**src/design/sed_pkg.sv**
```systemverilog
// Shared types, constants and helpers for the string escape decoder.
package sed_pkg;

	localparam int QUEUE_DEPTH = 4;

	localparam logic [7:0] CH_BSLASH = 8'h5C;
	localparam logic [7:0] CH_QUOTE  = 8'h22;
	localparam logic [7:0] CH_NL     = 8'h0A;
	localparam logic [7:0] CH_ZERO   = 8'h30;
	localparam logic [7:0] CH_NINE   = 8'h39;
	localparam logic [7:0] CH_R      = 8'h72;
	localparam logic [7:0] CH_N      = 8'h6E;
	localparam logic [7:0] CH_T      = 8'h74;
	localparam logic [7:0] CH_V      = 8'h76;
	localparam logic [7:0] CH_A      = 8'h61;

	localparam logic [7:0] CODE_CR  = 8'd13;
	localparam logic [7:0] CODE_LF  = 8'd10;
	localparam logic [7:0] CODE_TAB = 8'd9;
	localparam logic [7:0] CODE_VT  = 8'd11;
	localparam logic [7:0] CODE_BEL = 8'd7;

	localparam logic [10:0] DEC_LIMIT = 11'd128;

	typedef enum logic [2:0] {
		MODE_NORMAL = 3'd0,
		MODE_ESC    = 3'd1,
		MODE_CONT   = 3'd2,
		MODE_DEC1   = 3'd3,
		MODE_DEC2   = 3'd4
	} mode_t;

	// One decoded result as it leaves the block, less the run_last flag.
	typedef struct packed {
		logic [7:0] ch;
		logic       char_valid;
		logic       string_end;
	} result_t;

	// Everything one input byte produces: one or two results.
	typedef struct packed {
		logic    two;
		result_t r0;
		result_t r1;
	} entry_t;

	typedef struct packed {
		logic full;
		logic empty;
	} q_status_t;

	function automatic logic [7:0] map_escape(input logic [7:0] b);
		logic [7:0] c;
		unique case (b)
			CH_R:    c = CODE_CR;
			CH_N:    c = CODE_LF;
			CH_T:    c = CODE_TAB;
			CH_V:    c = CODE_VT;
			CH_A:    c = CODE_BEL;
			default: c = b;
		endcase
		return c;
	endfunction

	function automatic result_t char_result(input logic [7:0] c);
		result_t r;
		r.ch         = c;
		r.char_valid = 1'b1;
		r.string_end = 1'b0;
		return r;
	endfunction

	function automatic result_t end_result();
		result_t r;
		r.ch         = 8'd0;
		r.char_valid = 1'b0;
		r.string_end = 1'b1;
		return r;
	endfunction

endpackage

```
**src/design/sed_front.sv**
```systemverilog
// Front end: accepts raw bytes, runs the escape state machine and queues results.
module sed_front (
	input  logic              clk,
	input  logic              arst_n,
	input  logic              in_valid,
	output logic              in_ready,
	input  logic [7:0]        in_byte,
	input  sed_pkg::q_status_t q_status,
	output logic              push,
	output sed_pkg::entry_t   push_entry
);
	import sed_pkg::*;

	mode_t      mode_q, mode_d;
	logic [6:0] value_q, value_d;

	logic        accept;
	logic        is_digit;
	logic [3:0]  digit;
	logic [10:0] prod;
	logic        nb_emit;
	mode_t       nb_mode;
	result_t     nb_res;
	logic        any_res;

	assign in_ready = !q_status.full;
	assign accept   = in_valid && in_ready;
	assign is_digit = (in_byte >= CH_ZERO) && (in_byte <= CH_NINE);
	assign digit    = 4'(in_byte - CH_ZERO);
	assign prod     = 11'(value_q) * 11'd10 + 11'(digit);

	// What the byte does when taken as plain text.
	always_comb begin
		nb_emit = 1'b1;
		nb_mode = MODE_NORMAL;
		nb_res  = char_result(in_byte);
		if (in_byte == CH_BSLASH) begin
			nb_emit = 1'b0;
			nb_mode = MODE_ESC;
		end else if (in_byte == CH_QUOTE) begin
			nb_res = end_result();
		end
	end

	always_ff @(posedge clk or negedge arst_n) begin
		if (!arst_n) begin
			mode_q  <= MODE_NORMAL;
			value_q <= '0;
		end else if (accept) begin
			mode_q  <= mode_d;
			value_q <= value_d;
		end
	end

	always_comb begin
		mode_d          = mode_q;
		value_d         = value_q;
		any_res         = 1'b0;
		push_entry.two  = 1'b0;
		push_entry.r0   = nb_res;
		push_entry.r1   = nb_res;
		unique case (mode_q)
			MODE_ESC: begin
				if (in_byte == CH_NL) begin
					mode_d = MODE_CONT;
				end else if (is_digit) begin
					value_d = 7'(digit);
					mode_d  = MODE_DEC1;
				end else begin
					mode_d        = MODE_NORMAL;
					any_res       = 1'b1;
					push_entry.r0 = char_result(map_escape(in_byte));
				end
			end
			MODE_CONT: begin
				if (in_byte == CH_BSLASH) begin
					mode_d = MODE_ESC;
				end else begin
					mode_d        = MODE_NORMAL;
					any_res       = 1'b1;
					push_entry.r0 = char_result(in_byte);
				end
			end
			MODE_DEC1: begin
				if (is_digit) begin
					value_d = prod[6:0];
					mode_d  = MODE_DEC2;
				end else begin
					value_d        = '0;
					mode_d         = nb_mode;
					any_res        = 1'b1;
					push_entry.r0  = char_result({1'b0, value_q});
					push_entry.two = nb_emit;
				end
			end
			MODE_DEC2: begin
				value_d = '0;
				any_res = 1'b1;
				if (is_digit && (prod < DEC_LIMIT)) begin
					mode_d        = MODE_NORMAL;
					push_entry.r0 = char_result(prod[7:0]);
				end else begin
					mode_d         = nb_mode;
					push_entry.r0  = char_result({1'b0, value_q});
					push_entry.two = nb_emit;
				end
			end
			default: begin
				mode_d  = nb_mode;
				any_res = nb_emit;
			end
		endcase
	end

	assign push = accept && any_res;

	// The gathered value is only ever live inside a decimal escape.
	a_value_idle: assert property (@(posedge clk) disable iff (!arst_n)
		(mode_q == MODE_NORMAL || mode_q == MODE_ESC || mode_q == MODE_CONT)
			|-> (value_q == 7'd0))
		else $error("escape value not cleared outside a decimal escape");

	// After one digit the value is a single decimal digit.
	a_dec1_range: assert property (@(posedge clk) disable iff (!arst_n)
		(mode_q == MODE_DEC1) |-> (value_q <= 7'd9))
		else $error("single-digit escape value out of range");

	a_push_room: assert property (@(posedge clk) disable iff (!arst_n)
		push |-> !q_status.full)
		else $error("queue written while full");

endmodule

```
**src/design/sed_queue.sv**
```systemverilog
// Short queue of decoded result pairs between the front and back ends.
module sed_queue #(
	parameter int DEPTH = sed_pkg::QUEUE_DEPTH
) (
	input  logic               clk,
	input  logic               arst_n,
	input  logic               push,
	input  sed_pkg::entry_t    push_entry,
	input  logic               pop,
	output sed_pkg::entry_t    head,
	output sed_pkg::q_status_t q_status
);
	import sed_pkg::*;

	localparam int PTR_W = (DEPTH > 1) ? $clog2(DEPTH) : 1;
	localparam int CNT_W = $clog2(DEPTH + 1);

	entry_t           mem_q [DEPTH];
	logic [PTR_W-1:0] wr_ptr_q, rd_ptr_q;
	logic [CNT_W-1:0] count_q;

	function automatic logic [PTR_W-1:0] next_ptr(input logic [PTR_W-1:0] p);
		return (p == PTR_W'(DEPTH - 1)) ? '0 : PTR_W'(p + 1'b1);
	endfunction

	assign q_status.full  = (count_q == CNT_W'(DEPTH));
	assign q_status.empty = (count_q == '0);
	assign head           = mem_q[rd_ptr_q];

	always_ff @(posedge clk) begin
		if (push) begin
			mem_q[wr_ptr_q] <= push_entry;
		end
	end

	always_ff @(posedge clk or negedge arst_n) begin
		if (!arst_n) begin
			wr_ptr_q <= '0;
			rd_ptr_q <= '0;
			count_q  <= '0;
		end else begin
			if (push) begin
				wr_ptr_q <= next_ptr(wr_ptr_q);
			end
			if (pop) begin
				rd_ptr_q <= next_ptr(rd_ptr_q);
			end
			if (push && !pop) begin
				count_q <= CNT_W'(count_q + 1'b1);
			end else if (pop && !push) begin
				count_q <= CNT_W'(count_q - 1'b1);
			end
		end
	end

	a_no_underflow: assert property (@(posedge clk) disable iff (!arst_n)
		pop |-> !q_status.empty)
		else $error("queue read while empty");

	a_count_bound: assert property (@(posedge clk) disable iff (!arst_n)
		count_q <= CNT_W'(DEPTH))
		else $error("queue count beyond depth");

	// When the queue is empty the two pointers are equal.
	a_ptr_track: assert property (@(posedge clk) disable iff (!arst_n)
		q_status.empty |-> (wr_ptr_q == rd_ptr_q))
		else $error("queue pointers disagree with an empty count");

endmodule

```
**src/design/sed_back.sv**
```systemverilog
// Back end: unpacks queued result pairs into single results in the output register.
module sed_back (
	input  logic               clk,
	input  logic               arst_n,
	input  sed_pkg::entry_t    head,
	input  sed_pkg::q_status_t q_status,
	output logic               pop,
	output logic               out_valid,
	input  logic               out_ready,
	output logic [7:0]         out_char,
	output logic               char_valid,
	output logic               string_end,
	output logic               run_last
);
	import sed_pkg::*;

	logic    valid_q;
	logic    idx_q;
	result_t res_q;
	logic    last_q;
	logic    load;
	logic    take;
	logic    is_last;

	assign load    = !valid_q || out_ready;
	assign take    = load && !q_status.empty;
	assign is_last = idx_q || !head.two;
	assign pop     = take && is_last;

	always_ff @(posedge clk or negedge arst_n) begin
		if (!arst_n) begin
			valid_q <= 1'b0;
			idx_q   <= 1'b0;
		end else if (load) begin
			valid_q <= !q_status.empty;
			if (take) begin
				idx_q <= !is_last;
			end
		end
	end

	always_ff @(posedge clk) begin
		if (take) begin
			res_q  <= idx_q ? head.r1 : head.r0;
			last_q <= is_last;
		end
	end

	assign out_valid  = valid_q;
	assign out_char   = res_q.ch;
	assign char_valid = res_q.char_valid;
	assign string_end = res_q.string_end;
	assign run_last   = last_q;

	// The second half of a pair is already queued when the first leaves.
	a_pair_follows: assert property (@(posedge clk) disable iff (!arst_n)
		(valid_q && out_ready && !last_q) |=> valid_q)
		else $error("second result of a byte not delivered next");

	a_idx_head: assert property (@(posedge clk) disable iff (!arst_n)
		idx_q |-> (!q_status.empty && head.two))
		else $error("second-result index without a pair at the head");

	a_end_marker: assert property (@(posedge clk) disable iff (!arst_n)
		(valid_q && string_end) |-> (!char_valid && out_char == 8'd0))
		else $error("end marker carries a character");

endmodule

```
**src/design/string_escape_decoder.sv**
```systemverilog
// Top level of the string escape decoder.
//
// Input channel: in_valid / in_ready carry one raw byte of a string literal body
// per transaction, starting after the opening quote. Output channel: out_valid /
// out_ready carry one decoded result per transaction: a character (char_valid),
// or an end marker (string_end) for the closing quote. run_last marks the last
// result that an input byte caused; a byte may cause none, one or two results.
// An accepted byte's results pass first through the queue, then into the output
// register of the back end. Throughput: one byte per cycle while the queue has
// room; a byte other than a backslash that closes a decimal escape early gives
// two results, which leave in turn through the single-result output register.
// A queue of QUEUE_DEPTH byte records separates the decoder state machine from
// the output register, so input keeps flowing while the receiver stalls; once
// the queue is full in_ready drops until the receiver takes results again.
// Reset puts the decoder in normal text mode and empties the queue and the
// output register. After a closing quote, the next bytes begin a new literal.
module string_escape_decoder #(
	parameter int QUEUE_DEPTH = sed_pkg::QUEUE_DEPTH
) (
	input  logic       clk,
	input  logic       arst_n,
	input  logic       in_valid,
	output logic       in_ready,
	input  logic [7:0] in_byte,
	output logic       out_valid,
	input  logic       out_ready,
	output logic [7:0] out_char,
	output logic       char_valid,
	output logic       string_end,
	output logic       run_last
);
	import sed_pkg::*;

	q_status_t q_status;
	logic      push;
	logic      pop;
	entry_t    push_entry;
	entry_t    head;

	sed_front u_front (
		.clk        (clk),
		.arst_n     (arst_n),
		.in_valid   (in_valid),
		.in_ready   (in_ready),
		.in_byte    (in_byte),
		.q_status   (q_status),
		.push       (push),
		.push_entry (push_entry)
	);

	sed_queue #(
		.DEPTH (QUEUE_DEPTH)
	) u_queue (
		.clk        (clk),
		.arst_n     (arst_n),
		.push       (push),
		.push_entry (push_entry),
		.pop        (pop),
		.head       (head),
		.q_status   (q_status)
	);

	sed_back u_back (
		.clk        (clk),
		.arst_n     (arst_n),
		.head       (head),
		.q_status   (q_status),
		.pop        (pop),
		.out_valid  (out_valid),
		.out_ready  (out_ready),
		.out_char   (out_char),
		.char_valid (char_valid),
		.string_end (string_end),
		.run_last   (run_last)
	);

endmodule

```
**config.mk**
```make
export PLATFORM = sky130hd
export DESIGN_NAME = string_escape_decoder
export DESIGN_NICKNAME = d
export VERILOG_FILES = /design/src/design/sed_pkg.sv /design/src/design/sed_front.sv /design/src/design/sed_queue.sv /design/src/design/sed_back.sv /design/src/design/string_escape_decoder.sv
export SDC_FILE = /design/constraint.sdc
export NUM_CORES = 1
export LEC_CHECK = 0
export BUFFER_PORTS_ARGS = -buffer_cell sky130_fd_sc_hd__buf_2
export CAP_MARGIN = 20
export CORE_MARGIN = 2
export CORE_UTILIZATION = 55
export DETAILED_ROUTE_END_ITERATION = 12
export PLACE_DENSITY = 0.79
export SYNTH_ARGS = -nofsm -noshare
export SYNTH_HDL_FRONTEND = slang
export SYNTH_SLANG_ARGS = --single-unit
```
**constraint.sdc**
```tcl
create_clock -name clk -period 3.3 [get_ports clk]
set_input_delay 0.495 -clock clk [delete_from_list [all_inputs] [get_ports clk]]
set_output_delay 0.495 -clock clk [all_outputs]
set_load 0.005 [all_outputs]
```
==> metrics.cfg, run 1 <==
[status]
run_status = complete, but fails checks
failed_checks = negative setup slack

[final_layout]
area_delta_synth_final_pct = 21.0
stdcell_count = 571
post-route-util = 0.682
mostFrequentLayoutCell = edfxtp_1
layout.cells.most_common_list = 95 x edfxtp_1, 29 x nand2_1, 25 x nor2_1
layout-drive-gt1-share = 0.320
diodes = 0
nets = 459
final_area_sq_mm = 0.00661

[timing]
slew_violations = 0
relSlewSlack = 0.595
worst_pin_slew_ns = 0.601
min_period_over_period = 1.01
skew_ns = 0.00833
hold_violations = 0
fin_crit_ns = 3.32
setup_violations = 4
clock.fmax_mhz = 301
rsz0062_at_grt = yes
fin_ws_ns = -0.0219

[critical_path]
end_kind = flip-flop
required_ns = 3.53
startpoint_type = flip-flop
cp_cell_sequence = ha_4 > ha_4 > fa_2 > xor2_4 > nand4_4 > or4b_4 > a221oi_4 > buf_12 > mux2i_4 > o2111ai_4
crit_path_top_delay_cell = or4b_4
ff2ff_path_depth = 10
arrival_ns = 3.55
cpPeakStageDelay_ns = 0.50
crit_start = u_front.value_q[1]
timing.rr.end = u_queue.mem_q[3][13]
cp_top_family = adder cells
r2r-start = u_front.value_q[1]
worst-setup-path-type = reg2reg
cpMostUsedCell = ha_4
crit_buf_inv = 1
crit_path_max_fanout = 8
reg2reg_slack_ns = -0.02

[pwr]
ir_worst_vdd_v = 0.000617
p_per_area_mw_per_mm2 = 907
p_leak_nw = 2.44

[clock_network]
clock_latency_ns = 0.52
clk_path_buf_depth = 2
cts_buffers = 17
cts_tree = done
clk_pin_slew_ns = 0.06
htree_levels = 4
clk_root_buffer_cell = clkbuf_8
clock_sinks = 114

[synth]
netlist_area_sq_mm = 0.00546
synth_seq_cells = 114
syn_area_per_cell_sq_um = 14.5
ys_types = 53
synth_edf_count = 95
syn-num-nets = 410
synthArstFlopShare = 0.167
yosys_most_used_dff = edfxtp_1
synth.yosys.warnings = 0
synth_cells = 376
yosysSeqAreaShare = 0.610

[global_routing]
gr-total-overflow = 0
antenna_found_initial = 0
grt_pass1_vias = 3546
grt_first_pass_wirelength_mm = 18.5
grt_max_degree = 24
grtUsageTotal = 0.231

[placed_design]
place_congestion = 0.924
pre_cts_slack_ns = 0.00134
dp_cells = 536
dpl_cell_area_sq_mm = 0.00586
port_buffers = 24
dp_hpwl_mm = 7.60

[routing]
drt_iter0_drc = 436
vias = 3453
post-route-drc-count = 0
viasPerCell = 6.05
wl_mm = 11.6
antenna_left = 0
first_pass_iters = 7
wire_per_inst_um = 20.3

[worst_hold_path]
hold_path.class = in2reg
holdPathEnd = u_back.out_valid
min_path_cells = 2
min_from = out_ready

[flow_run]
max-cap-violations = 0

[floorplanning]
die-area_sq_mm = 0.0107
die_h_um = 104
io_pins = 25
die_w_um = 104
initial_core_util = 0.564
core_area_sq_mm = 0.00968
rows = 36

layout make-up:
class | instances | area, sq um
Multi-Input combinational cell | 230 | 2120
Fill cell | 656 | 3080
Timing Repair Buffer | 50 | 330
Clock buffer | 17 | 414
Clock inverter | 15 | 205
Sequential cell | 114 | 3330
Tap cell | 133 | 166
Inverter | 12 | 45.0
through the flow:
stage | power, W | TNS (ns) | hold slack (ns)
global placement | 0.00394 | 0 | 0.476
finish | 0.00599 | -0.0826 | 0.172
global route | 0.00629 | -0.717 | 0.174
detailed placement | 0.00403 | 0 | 0.476
CTS | 0.00594 | 0 | 0.151
floorplan | 0.00343 | 0 | 0.199
state kept, by name (all words and copies together), names as in the netlist:
signal             cells
u_queue.rd_ptr_q       2
u_queue.count_q        3
u_front.mode_q         3
u_queue.mem_q         84
u_back.out_valid       1
u_back.idx_q           1
u_back.string_end      1
u_back.out_char        8
u_front.value_q        7
u_queue.wr_ptr_q       2
u_back.run_last        1
u_back.char_valid      1
cell usage after synthesis, drive strengths merged (3+ instances only):
cell type | count | share of area
edfxtp | 95 | 0.52
nand2 | 29 | 0.020
nor2 | 25 | 0.017
mux4 | 21 | 0.087
o21ai | 20 | 0.018
dfrtp | 19 | 0.087
ha | 19 | 0.044
clkbuf | 18 | 0.012
mux2 | 16 | 0.033
inv | 12 | 0.0083
a21oi | 11 | 0.010
and2 | 8 | 0.0092
mux2i | 8 | 0.015
xor2 | 6 | 0.0096
nor3 | 5 | 0.0046
a22oi | 4 | 0.0055
o211ai | 4 | 0.0055
or3 | 4 | 0.0046
a211oi | 3 | 0.0041
a21o | 3 | 0.0044
fa | 3 | 0.011
nand3 | 3 | 0.0028
nand4 | 3 | 0.0062
xnor2 | 3 | 0.0048
routing by layer:
layer  GRT usage  vias to the layer above  share of wire
met5           0                        -              0
met4       0.102                        0          0.024
met3      0.0610                       25          0.058
met2       0.374                      131           0.50
met1       0.294                     1738           0.41
li1            -                     1559              -
power by group:
part,internal (W),switching (W),leakage [nW],total (W)
Sequential,0.00202,0.000142,1.11,0.00216
Clock,0.00123,0.000659,0.297,0.00189
Combinational,0.000922,0.00102,1.04,0.00194
worst max-delay path by stage:
stage,cells after the start,end,slack [ns]
global route,10,u_queue.mem_q[0][13],-0.09
finish,10,u_queue.mem_q[3][13],-0.02
detailed placement,10,u_queue.mem_q[2][13],0.001
CTS,9,u_queue.mem_q[0][13],0.003
floorplan,9,u_queue.mem_q[0][13],0.05
global placement,9,u_queue.mem_q[0][13],0.10
kinds of logic after synthesis:
kind of cell,Yosys count,synth area share
AOI/OAI and AO/OA,58,0.0727
and+or+nand+nor,96,0.0922
xor gates and xnor gates,9,0.0144
muxes,45,0.134
buffers and inverters,32,0.0220
adders and majority gates,22,0.0546
DFF,114,0.610
worst register-to-register path, delay by kind of cell, from the launching register on:
kind,cells,cell delay (ns)
flip-flops,1,0.41
XOR/XNOR,1,0.23
multiplexers,1,0.26
adder cells (fa/ha/maj),3,0.86
buffers and inverters,1,0.18
AO/OA/AOI/OAI,2,0.46
AND/OR/NAND/NOR,2,0.61
timing repair:
item | CTS | global route
endpoints found under the setup margin | 4 | 29
gates resized for setup | 2 | 13
hold endpoints to repair | 19 | 0
buffers inserted | 0 | 2
hold buffers | 1 | 0
pin swaps | 0 | 7
No activity file was read; power rests on OpenSTA's default activity.
==> run 2: changes to the inputs <==
--- a/config.mk
+++ b/config.mk
@@ -5,11 +5,13 @@
 export SDC_FILE = /design/constraint.sdc
 export NUM_CORES = 1
 export LEC_CHECK = 0
+export ABC_AREA = 1
 export BUFFER_PORTS_ARGS = -buffer_cell sky130_fd_sc_hd__buf_2
 export CAP_MARGIN = 20
 export CORE_MARGIN = 2
 export CORE_UTILIZATION = 55
 export DETAILED_ROUTE_END_ITERATION = 12
+export MAX_ROUTING_LAYER = met4
 export PLACE_DENSITY = 0.79
 export SYNTH_ARGS = -nofsm -noshare
 export SYNTH_HDL_FRONTEND = slang
==> run 2 against run 1 <==
The run now ends clean. Power is essentially flat. Clock power shrank 4%. Register-to-register slack gained 0.44 ns. Combinational power grew 3%. Via count grew 25%. Area after synthesis grew 5.0%. Sequential power is essentially flat. Highest routed layer unchanged.
==> metrics.cfg, run 2 <==
[pwr]
p_per_area_mw_per_mm2 = 906  ; about the same
seq_power_share = 0.362  ; +0.002
p_leak_nw = 2.69  ; +10%
ir_worst_vdd_v = 0.000552  ; -11%
p_int_w = 0.00384  ; -7.9%
power.switching_w = 0.00215  ; +18%
pwr-share-clk = 0.304  ; -0.012
combPwrFrac = 0.334  ; +0.010
p_sw_frac = 0.358  ; +0.0542

[critical_path]
crit_path_max_fanout = 10  ; +2
cpPeakStageDelay_ns = 0.50  ; about the same
arrival_ns = 3.18  ; -0.37 ns
cp_top_family = adder cells
crit_path_top_delay_cell = fa_1
cp_cell_sequence = ha_1 > ha_1 > fa_1 > nand2_1 > inv_1 > nand2_1 > nor2_1 > nand3_1 > nand2_2 > nand3_4 > nand2_1 > nand3_1 > a21oi_1
crit_buf_inv = 1  ; unchanged
end_kind = flip-flop
cpMostUsedCell = nand2_1
startpoint_type = flip-flop
worst-setup-path-type = reg2reg
required_ns = 3.60  ; +0.07 ns

[final_layout]
mostFrequentLayoutCell = nor2_1
multiInputGateArea_sq_mm = 0.00207  ; -2.2%
nFillCells = 789  ; +20%
largest_register = u_queue.mem_q
regArea_sq_mm = 0.00333  ; about the same
diodes = 0  ; unchanged
largest_reg_flops = 84  ; unchanged
nets = 644  ; +40%
final_area_sq_mm = 0.00661  ; about the same
layout-drive-gt1-share = 0.167  ; -0.153
area_delta_synth_final_pct = 15.4
stdcell_count = 759  ; +33%
layout.cells.most_common_list = 103 x nor2_1, 95 x edfxtp_1, 67 x nand2_1

[synth]
syn_area_per_cell_sq_um = 9.89  ; -32%
synth_cells = 579  ; +54%
synthArstFlopShare = 0.167  ; unchanged
synth_edf_count = 95  ; unchanged
synth_top_area_frac = 0.498  ; -0.0247
ys_top_cells_by_count = 103 x nor2_1, 95 x edfxtp_1, 67 x nand2_1
synth.area.top_cells = edfxtp_1 50%, dfrtp_1 8.3%, nor2_1 6.7%
netlist_area_sq_mm = 0.00573  ; +5.0%
yosys_most_used_dff = edfxtp_1
syn-num-nets = 613  ; +50%
synth.yosys.warnings = 0  ; unchanged
synth_seq_cells = 114  ; unchanged
synth_most_common_cell = nor2_1
synth_top_area_cell = edfxtp_1
yosysSeqAreaShare = 0.581  ; -0.0288
ys_types = 35  ; -34%

[routing]
wire_per_inst_um = 16.9  ; -17%
viasPerCell = 5.67  ; -6.2%
post-route-drc-count = 0  ; unchanged
wl_mm = 12.8  ; +10%
vias = 4307  ; +25%
first_pass_iters = 5  ; -2
routed.top_layer = met4
drt_iter0_drc = 279  ; -36%
wl_met2_mm = 6.41  ; +9.7%
wl_met3_um = 790  ; +17%
antenna_left = 0  ; unchanged
wl_met1_mm = 5.44  ; +13%

[clock_network]
clock_sinks = 114  ; unchanged
cts_buffers = 17  ; unchanged
clk_root_buffer_cell = clkbuf_8
clk_pin_slew_ns = 0.06  ; about the same
clk_path_buf_depth = 2  ; unchanged
cts_tree = done
clock_latency_ns = 0.51  ; about the same
htree_levels = 4  ; unchanged

[status]
run_status = complete, no violations

[placed_design]
port_buffers = 24  ; unchanged
dp_cells = 726  ; +35%
place_congestion = 0.952  ; +3.0%
dpl_cell_area_sq_mm = 0.00600  ; +2.3%
dp_hpwl_mm = 8.53  ; +12%

[global_routing]
grt_pass1_vias = 4164  ; +17%
grt_max_degree = 33  ; +38%
antenna_found_initial = 0  ; unchanged
gr-total-overflow = 0  ; unchanged
grt_first_pass_wirelength_mm = 20.9  ; +13%
grtUsageTotal = 0.250  ; +0.0198

[timing]
fin_crit_ns = 2.88  ; -0.441 ns
setup_violations = 0  ; -4
fin_setup_tns_ns = 0  ; +0.0826 ns
rsz0062_at_grt = no
skew_ns = 0.00985  ; +0.00152 ns
relSlewSlack = 0.580  ; -0.0150
min_period_over_period = 0.873  ; -0.134
clock.fmax_mhz = 347  ; +15%
slew_violations = 0  ; unchanged
worst_pin_slew_ns = 0.629  ; +0.0282 ns
hold_violations = 0  ; unchanged

[floorplanning]
core_area_sq_mm = 0.0102  ; +5.6%
die_w_um = 106  ; +2.4%
initial_core_util = 0.560  ; -0.00370
rows = 37  ; +2.8%
die_h_um = 106  ; +2.4%
die-area_sq_mm = 0.0112  ; +4.8%
io_pins = 25  ; unchanged

[flow_run]
max-cap-violations = 0  ; unchanged

[worst_hold_path]
hold_path.class = in2reg

run 2: per-layer routing:
layer / GRT usage / vias up
met5: - / -
met4: 0.0733 / 0
met3: 0.0497 / 27
met2: 0.412 / 203
met1: 0.319 / 2027
li1: - / 2050
run 2: worst paths after layout:
path | depth (start not counted) | startpoint | slack [ns] | to
min reg2reg | 1 | u_queue.count_q[2] | 0.52 | u_queue.count_q[2]
min in group asynchronous | 2 | arst_n | 0.48 | u_front.value_q[6]
max reg2reg | 13 | u_front.value_q[1] | 0.42 | u_queue.mem_q[1][17]
max in group asynchronous | 2 | arst_n | 2.47 | u_queue.rd_ptr_q[1]
min | 2 | out_ready | 0.18 | u_back.out_valid
max | 13 | u_front.value_q[1] | 0.42 | u_queue.mem_q[1][17]
run 2: power by group through the flow:
stage / combinational, W / sequential (W) / clock, W
floorplan: 0.00143 / 0.00214 / 0
global placement: 0.00191 / 0.00218 / 0
detailed placement: 0.00197 / 0.00219 / 0
CTS: 0.00200 / 0.00217 / 0.00184
global route: 0.00226 / 0.00220 / 0.00189
finish: 0.00200 / 0.00217 / 0.00182
run 2: layout make-up:
class	instances	share of cell area
Clock inverter	15	0.0275
Tap cell	136	0.0258
Inverter	66	0.0375
Timing Repair Buffer	34	0.0299
Sequential cell	114	0.504
Multi-Input combinational cell	377	0.313
Clock buffer	17	0.0627
run 2: cell families after synthesis:
family	synth area share
XOR/XNOR	0.00765
AO/OA/AOI/OAI	0.101
buffers and inverters	0.0579
AND/OR/NAND/NOR	0.201
adder cells (fa/ha/maj)	0.0520
flip-flops	0.581
run 2: through the flow:
step	total power (W)	utilization	hold WS (ns)	setup WS [ns]
after floorplan	0.00357	-	0.199	0.756
after global placement	0.00409	0.587	0.474	0.618
after detailed placement	0.00417	0.587	0.487	0.497
after CTS	0.00601	0.646	0.155	0.425
after global routing	0.00636	0.646	0.194	0.221
final	0.00599	0.646	0.180	0.419
run 2: repair_timing:
item / CTS / global route
setup buffers: 0 / 0
endpoints found under the hold margin: 19 / 0
hold buffers: 1 / 0
resized for setup: 0 / 0
